==> src/rtl/core/mcpg_pkg.sv <==
`default_nettype none

package mcpg_pkg;

    localparam int COORD_BITS_DEF  = 8;
    localparam int RADIUS_BITS_DEF = 5;
    localparam int CHAR_BITS       = 8;

    // Results per circle are capped; two results per walk point.
    localparam int RESULT_CAP = 48;
    localparam int POINT_CAP  = RESULT_CAP / 2;
    localparam int CNT_W      = $clog2(POINT_CAP);

    typedef enum logic [0:0] {
        ST_IDLE,
        ST_RUN
    } state_t;

    typedef struct packed {
        logic load;
        logic advance;
    } dp_cmd_t;

    typedef struct packed {
        logic last;
    } dp_status_t;

endpackage

`default_nettype wire

==> src/rtl/core/mcpg_ctrl.sv <==
`default_nettype none

module mcpg_ctrl (
    input  wire logic                clk,
    input  wire logic                rst_n,
    input  wire logic                in_valid,
    output logic                     in_stall,
    output logic                     out_valid,
    input  wire logic                out_stall,
    input  wire mcpg_pkg::dp_status_t status,
    output mcpg_pkg::dp_cmd_t        cmd
);

    mcpg_pkg::state_t state_reg;
    mcpg_pkg::state_t state_next;
    logic             in_beat;
    logic             out_beat;

    assign in_beat  = in_valid && !in_stall;
    assign out_beat = out_valid && !out_stall;

    always_ff @(posedge clk or negedge rst_n)
    begin
        if (!rst_n)
        begin
            state_reg <= mcpg_pkg::ST_IDLE;
        end
        else
        begin
            state_reg <= state_next;
        end
    end

    always_comb
    begin
        state_next = state_reg;
        unique case (state_reg)
            mcpg_pkg::ST_IDLE:
            begin
                if (in_valid)
                begin
                    state_next = mcpg_pkg::ST_RUN;
                end
            end
            mcpg_pkg::ST_RUN:
            begin
                if (!out_stall && status.last)
                begin
                    state_next = mcpg_pkg::ST_IDLE;
                end
            end
            default:
            begin
                state_next = mcpg_pkg::ST_IDLE;
            end
        endcase
    end

    always_comb
    begin
        in_stall  = 1'b1;
        out_valid = 1'b0;
        unique case (state_reg)
            mcpg_pkg::ST_IDLE:
            begin
                in_stall = 1'b0;
            end
            mcpg_pkg::ST_RUN:
            begin
                out_valid = 1'b1;
            end
            default:
            begin
                in_stall = 1'b1;
            end
        endcase
    end

    assign cmd.load    = in_beat;
    assign cmd.advance = out_beat;

    a_accept_starts_burst: assert property (@(posedge clk) disable iff (!rst_n)
        in_beat |=> out_valid)
        else $error("accepted circle produced no result");

    a_burst_continues: assert property (@(posedge clk) disable iff (!rst_n)
        (out_beat && !status.last) |=> out_valid)
        else $error("burst ended before last result");

    a_last_ends_burst: assert property (@(posedge clk) disable iff (!rst_n)
        (out_beat && status.last) |=> (!out_valid && !in_stall))
        else $error("block not idle after last result");

    a_no_overlap: assert property (@(posedge clk) disable iff (!rst_n)
        out_valid |-> in_stall)
        else $error("input taken during a burst");

endmodule

`default_nettype wire

==> src/rtl/core/mcpg_datapath.sv <==
`default_nettype none

module mcpg_datapath #(
    parameter int COORD_BITS  = mcpg_pkg::COORD_BITS_DEF,
    parameter int RADIUS_BITS = mcpg_pkg::RADIUS_BITS_DEF
) (
    input  wire logic                              clk,
    input  wire logic                              rst_n,
    input  wire mcpg_pkg::dp_cmd_t                 cmd,
    output mcpg_pkg::dp_status_t                   status,
    input  wire logic [COORD_BITS-1:0]             center_x,
    input  wire logic [COORD_BITS-1:0]             center_y,
    input  wire logic [RADIUS_BITS-1:0]            radius,
    input  wire logic [mcpg_pkg::CHAR_BITS-1:0]    plot_char,
    output logic signed [COORD_BITS+1:0]           pa_x,
    output logic signed [COORD_BITS+1:0]           pa_y,
    output logic signed [COORD_BITS+1:0]           pb_x,
    output logic signed [COORD_BITS+1:0]           pb_y,
    output logic signed [COORD_BITS+1:0]           pc_x,
    output logic signed [COORD_BITS+1:0]           pc_y,
    output logic signed [COORD_BITS+1:0]           pd_x,
    output logic signed [COORD_BITS+1:0]           pd_y,
    output logic [mcpg_pkg::CHAR_BITS-1:0]         point_char,
    output logic                                   last_of_circle
);

    localparam int OW = COORD_BITS + 2;
    localparam int SW = RADIUS_BITS + 2;
    localparam int DW = RADIUS_BITS + 6;

    logic signed [SW-1:0]             x_reg, x_next;
    logic signed [SW-1:0]             y_reg, y_next;
    logic signed [DW-1:0]             d_reg, d_next;
    logic [COORD_BITS-1:0]            cx_reg;
    logic [COORD_BITS-1:0]            cy_reg;
    logic [mcpg_pkg::CHAR_BITS-1:0]   char_reg;
    logic                             phase_reg;
    logic [mcpg_pkg::CNT_W-1:0]       cnt_reg;

    logic signed [DW-1:0]             r_ext;
    logic signed [DW-1:0]             x_ext;
    logic signed [DW-1:0]             y_ext;
    logic signed [OW-1:0]             cx_ext, cy_ext, a_off, b_off;
    logic                             walk_done;

    assign r_ext = signed'(DW'(radius));
    assign x_ext = DW'(x_reg);
    assign y_ext = DW'(y_reg);

    // One walk step: x advances; on positive decision y retreats too.
    // Update terms are written against the old x and y.
    always_comb
    begin
        x_next = x_reg + SW'(1);
        y_next = y_reg;
        if (d_reg > 0)
        begin
            y_next = y_reg - SW'(1);
            d_next = d_reg + ((x_ext - y_ext) <<< 2) + DW'(18);
        end
        else
        begin
            d_next = d_reg + (x_ext <<< 2) + DW'(10);
        end
    end

    always_ff @(posedge clk or negedge rst_n)
    begin
        if (!rst_n)
        begin
            x_reg    <= '0;
            y_reg    <= '0;
            d_reg    <= '0;
            cx_reg   <= '0;
            cy_reg   <= '0;
            char_reg <= '0;
        end
        else if (cmd.load)
        begin
            x_reg    <= '0;
            y_reg    <= SW'(r_ext);
            d_reg    <= DW'(3) - (r_ext <<< 1);
            cx_reg   <= center_x;
            cy_reg   <= center_y;
            char_reg <= plot_char;
        end
        else if (cmd.advance && phase_reg)
        begin
            x_reg <= x_next;
            y_reg <= y_next;
            d_reg <= d_next;
        end
    end

    always_ff @(posedge clk or negedge rst_n)
    begin
        if (!rst_n)
        begin
            phase_reg <= 1'b0;
            cnt_reg   <= '0;
        end
        else if (cmd.load)
        begin
            phase_reg <= 1'b0;
            cnt_reg   <= '0;
        end
        else if (cmd.advance)
        begin
            phase_reg <= !phase_reg;
            if (phase_reg)
            begin
                cnt_reg <= cnt_reg + mcpg_pkg::CNT_W'(1);
            end
        end
    end

    assign walk_done = (y_reg < x_reg) ||
                       (cnt_reg == mcpg_pkg::CNT_W'(mcpg_pkg::POINT_CAP - 1));

    assign status.last = phase_reg && walk_done;

    // Second beat of a point swaps the roles of x and y.
    assign cx_ext = signed'(OW'(cx_reg));
    assign cy_ext = signed'(OW'(cy_reg));
    assign a_off  = phase_reg ? OW'(y_reg) : OW'(x_reg);
    assign b_off  = phase_reg ? OW'(x_reg) : OW'(y_reg);

    assign pa_x = cx_ext + a_off;
    assign pa_y = cy_ext + b_off;
    assign pb_x = cx_ext - a_off;
    assign pb_y = cy_ext + b_off;
    assign pc_x = cx_ext + a_off;
    assign pc_y = cy_ext - b_off;
    assign pd_x = cx_ext - a_off;
    assign pd_y = cy_ext - b_off;

    assign point_char     = char_reg;
    assign last_of_circle = status.last;

    a_load_clears_phase: assert property (@(posedge clk) disable iff (!rst_n)
        cmd.load |=> (!phase_reg && cnt_reg == '0))
        else $error("walk not restarted on load");

    a_x_holds_in_phase: assert property (@(posedge clk) disable iff (!rst_n)
        (cmd.advance && !phase_reg && !cmd.load) |=> $stable(x_reg))
        else $error("walk moved between the two beats of a point");

    a_cap_is_last: assert property (@(posedge clk) disable iff (!rst_n)
        (phase_reg && cnt_reg == mcpg_pkg::CNT_W'(mcpg_pkg::POINT_CAP - 1)) |-> status.last)
        else $error("result cap not marked last");

endmodule

`default_nettype wire

==> src/rtl/core/midpoint_circle_point_generator.sv <==
// Midpoint circle outline generator, eight-way symmetry.
// The first result is valid in the cycle after the request beat.
// Each circle yields two results per walk point, at most 24 points; one result
// per cycle from the walk registers while out_stall is low.
// A new request is taken only once the last result of the circle has gone.
// Reset (rst_n low, asynchronous) returns the block to idle with no result pending.
`default_nettype none

module midpoint_circle_point_generator #(
    parameter int COORD_BITS  = mcpg_pkg::COORD_BITS_DEF,
    parameter int RADIUS_BITS = mcpg_pkg::RADIUS_BITS_DEF
) (
    input  wire logic                              clk,
    input  wire logic                              rst_n,
    input  wire logic                              in_valid,
    output logic                                   in_stall,
    input  wire logic [COORD_BITS-1:0]             center_x,
    input  wire logic [COORD_BITS-1:0]             center_y,
    input  wire logic [RADIUS_BITS-1:0]            radius,
    input  wire logic [mcpg_pkg::CHAR_BITS-1:0]    plot_char,
    output logic                                   out_valid,
    input  wire logic                              out_stall,
    output logic signed [COORD_BITS+1:0]           pa_x,
    output logic signed [COORD_BITS+1:0]           pa_y,
    output logic signed [COORD_BITS+1:0]           pb_x,
    output logic signed [COORD_BITS+1:0]           pb_y,
    output logic signed [COORD_BITS+1:0]           pc_x,
    output logic signed [COORD_BITS+1:0]           pc_y,
    output logic signed [COORD_BITS+1:0]           pd_x,
    output logic signed [COORD_BITS+1:0]           pd_y,
    output logic [mcpg_pkg::CHAR_BITS-1:0]         point_char,
    output logic                                   last_of_circle
);

    mcpg_pkg::dp_cmd_t    cmd;
    mcpg_pkg::dp_status_t status;

    mcpg_ctrl u_ctrl (
        .clk       (clk),
        .rst_n     (rst_n),
        .in_valid  (in_valid),
        .in_stall  (in_stall),
        .out_valid (out_valid),
        .out_stall (out_stall),
        .status    (status),
        .cmd       (cmd)
    );

    mcpg_datapath #(
        .COORD_BITS  (COORD_BITS),
        .RADIUS_BITS (RADIUS_BITS)
    ) u_datapath (
        .clk            (clk),
        .rst_n          (rst_n),
        .cmd            (cmd),
        .status         (status),
        .center_x       (center_x),
        .center_y       (center_y),
        .radius         (radius),
        .plot_char      (plot_char),
        .pa_x           (pa_x),
        .pa_y           (pa_y),
        .pb_x           (pb_x),
        .pb_y           (pb_y),
        .pc_x           (pc_x),
        .pc_y           (pc_y),
        .pd_x           (pd_x),
        .pd_y           (pd_y),
        .point_char     (point_char),
        .last_of_circle (last_of_circle)
    );

endmodule

`default_nettype wire
==> config.mk <==
export PLATFORM = sky130hd
export DESIGN_NAME = midpoint_circle_point_generator
export DESIGN_NICKNAME = d
export VERILOG_FILES = /design/src/rtl/core/mcpg_pkg.sv /design/src/rtl/core/mcpg_ctrl.sv /design/src/rtl/core/mcpg_datapath.sv /design/src/rtl/core/midpoint_circle_point_generator.sv
export SDC_FILE = /design/constraint.sdc
export NUM_CORES = 1
export LEC_CHECK = 0
export ABC_AREA = 1
export BUFFER_PORTS_ARGS = -buffer_cell sky130_fd_sc_hd__buf_2
export CAP_MARGIN = 20
export CORE_AREA = 8 8 107 109
export CTS_CLUSTER_SIZE = 28
export DETAILED_ROUTE_END_ITERATION = 10
export DIE_AREA = 0 0 115 117
export MAX_ROUTING_LAYER = met4
export PLACE_DENSITY = 0.86
export SLEW_MARGIN = 30
export SYNTH_ARGS = -nofsm -noshare
export SYNTH_HDL_FRONTEND = slang
export SYNTH_SLANG_ARGS = --single-unit
==> constraint.sdc <==
create_clock -name clk -period 5.1 [get_ports clk]
set_input_delay 0.765 -clock clk [delete_from_list [all_inputs] [get_ports clk]]
set_output_delay 0.765 -clock clk [all_outputs]
set_load 0.05 [all_outputs]
==> results.yml <==
outcome:
  outcome: "completed"
floorplanning:
  core_um2: 9907
  rows: 37
  die_area_um2: 13460
  initial_core_util_pct: 58.20
  die_y_um: 117
  die_w_um: 115
  io_pins: 124
setup_path:
  path_common_cell: "nand2_1"
  crit_family: "flip-flops"
  rrSetupSlack_ps: 1540
  r2r_cells: 20
  cp_max_fo: 29
  critPathArrivalTime_ps: 3320
  cp.buffers_inverters: 1
  crit_chain: "o21ai_0, ha_1, fa_1, o21ai_1, nand2_1, nand2_1, nand2_1, nand2_1, nand2_1, nand2_1, nand2_1, nand2_1, xor2_1, buf_2"
  critPathCaptureType: "output port"
  worstPathRequired_ps: 4340
  critPathSlowestCell: "dfrtp_1"
  crit_type: "reg2out"
  timing.rr.start: "u_datapath.x_reg[0]"
  critPathLaunchType: "flip-flop"
  r2r_end: "u_datapath.d_reg[10]"
  cpPeakStageDelay_ps: 840
clock_network:
  clk_latency_ps: 320
  cts_tree: "built"
  post-cts-setup-buffers: 0
  cts_max_path_buffers: 2
  htreeDepth: 2
  postCtsHoldBufs: 0
  cts.sinks: 56
  clk_pin_slew_ps: 110
  cts_buffers: 5
  root_buffer: "clkbuf_8"
  cts_resized: 0
timing:
  finalSetupTns_ps: 0
  slew_headroom_pct: 50.47
  fmax_mhz: 244.5
  finalMaxSlewViolations: 0
  fin_crit_ps: 4090
  finalHoldViolCount: 0
  skew_ps: 8.048
  final.period_utilization_pct: 80.20
  setup_slack_ps: 1010
  worst_pin_slew_ps: 742.9
  setup_viol: 0
  rsz0062_at_grt: "no"
finish:
  final_cell_mix: "nand2_1 (188), buf_2 (123), inv_1 (109), ha_1 (80), a21oi_1 (61)"
  multi_input_area_um2: 3525
  drive_above_1_share_pct: 18.06
  nets: 983
  largest_reg_flops: 11
  n_antenna_cell: 0
  regArea_um2: 1401
  fillers: 903
  layout.cells.most_common: "nand2_1"
  synthToLayoutAreaGrowth_pct: 8.854
detailed_routing:
  vias: 5265
  via_per_inst: 5.265
  drt_iter0_markers: 422
  firstDrtPassIters: 5
  antenna_left: 0
  wire_per_inst_um: 13.99
  drc: 0
  drt-total-wl_um: 13990
place:
  dp_hpwl_um: 11050
  io_buffers: 123
  place_congestion: 0.9460
  dp_worst_setup_slack_ps: 1369
worst_hold_path:
  hp-start: "u_datapath.point_char[3]"
  hold_depth: 2
  min_path_type: "reg2reg"
  holdPathEnd: "u_datapath.point_char[3]"
yosys:
  ys_async_sr_fraction_pct: 100.0
  synth_edf_count: 0
  synth_cells: 793
  ys_warn_count: 0
  yosysSeqAreaShare_pct: 24.31
  synthFlopType: "dfrtp_1"
  ys_seq_elements: 56
  syn-num-nets: 913
  avgSynthCellArea_um2: 7.271
  syn_area_um2: 5766
  ys_types: 42
global_route:
  grt_max_degree: 57
  gr-total-overflow: 0
  antenna_found_initial: 0
  grt_usage_pct: 20.86
  grt_pass1_wl_um: 22450
  grt_pass1_vias: 5052
flow_run:
  maxCapViolCount: 0
[worst max path at each step]
stage	start	to	slack [ps]	cells past startpoint
finish	u_datapath.phase_reg	pb_x[8]	1010	14
global route	u_datapath.phase_reg	pd_y[8]	650	15
CTS	u_datapath.phase_reg	pa_y[9]	1010	10
detailed placement	u_datapath.phase_reg	pa_y[9]	1370	10
global placement	u_datapath.phase_reg	pc_y[8]	1450	14
floorplan	u_datapath.phase_reg	pc_x[6]	930	13
[cells in the mapped netlist (all sizes together) (3+ instances only)]
cell    number  share of area (%)
nor3        12                1.2
fa           7                2.4
o31ai        4               0.52
o211ai       4               0.52
a21oi       62                5.4
ha          80                 17
a31oi        8               0.87
nand4        7               0.76
o21ai       50                4.5
dfrtp       56                 24
clkbuf       6               0.39
nand3       25                2.2
or2          7               0.80
buf         56                6.7
nand2      190                 12
a21o         3               0.39
xor2        37                5.6
inv        114                7.4
xnor2        6               0.91
nor2        45                3.4
[cells by family after synthesis]
kind of cell             count (synthesis)  share of synthesized area (%)
XOR/XNOR                                43                          6.532
AO/OA/AOI/OAI                          141                          13.65
AND/OR/NAND/NOR                        288                          21.07
buffers and inverters                  178                          14.65
adder cells (fa/ha/maj)                 87                          19.79
flip-flops                              56                          24.31
[worst min-delay path: stages, from the launching register on]
cell	delay (ps)
dfrtp_1	350
nand2_1	50
nand2_1	50
[stage by stage]
stage | instances | hold WS, ps | util, % | instance area, um2
detailed placement | 991 | 452.6 | 62.12 | 6155
global placement | 991 | 449.3 | 62.12 | 6155
floorplan | 793 | 440.3 | - | 5766
global route | 1000 | 508.8 | 63.35 | 6276
CTS | 999 | 479.7 | 63.07 | 6248
finish | 1000 | 476.0 | 63.35 | 6276
[cell type report]
type                            count  area share, %
Clock buffer                        5          1.096
Clock inverter                      3         0.3987
Inverter                          116          6.938
Multi-Input combinational cell    559          56.16
Sequential cell                    56          22.33
Tap cell                          136          2.711
Timing Repair Buffer              125          10.37
[per-layer routing]
layer  GRT usage [%]  vias up  routed length (um)
met1           24.58     2421                5975
li1                -     2646                   -
met3           3.181       21                 940
met5               -        -                   0
met2           35.93      177                6811
met4           6.830        0                 259
Power is not shown: default switching activity piles up to over one toggle a cycle in this logic, so the estimate is an artifact.
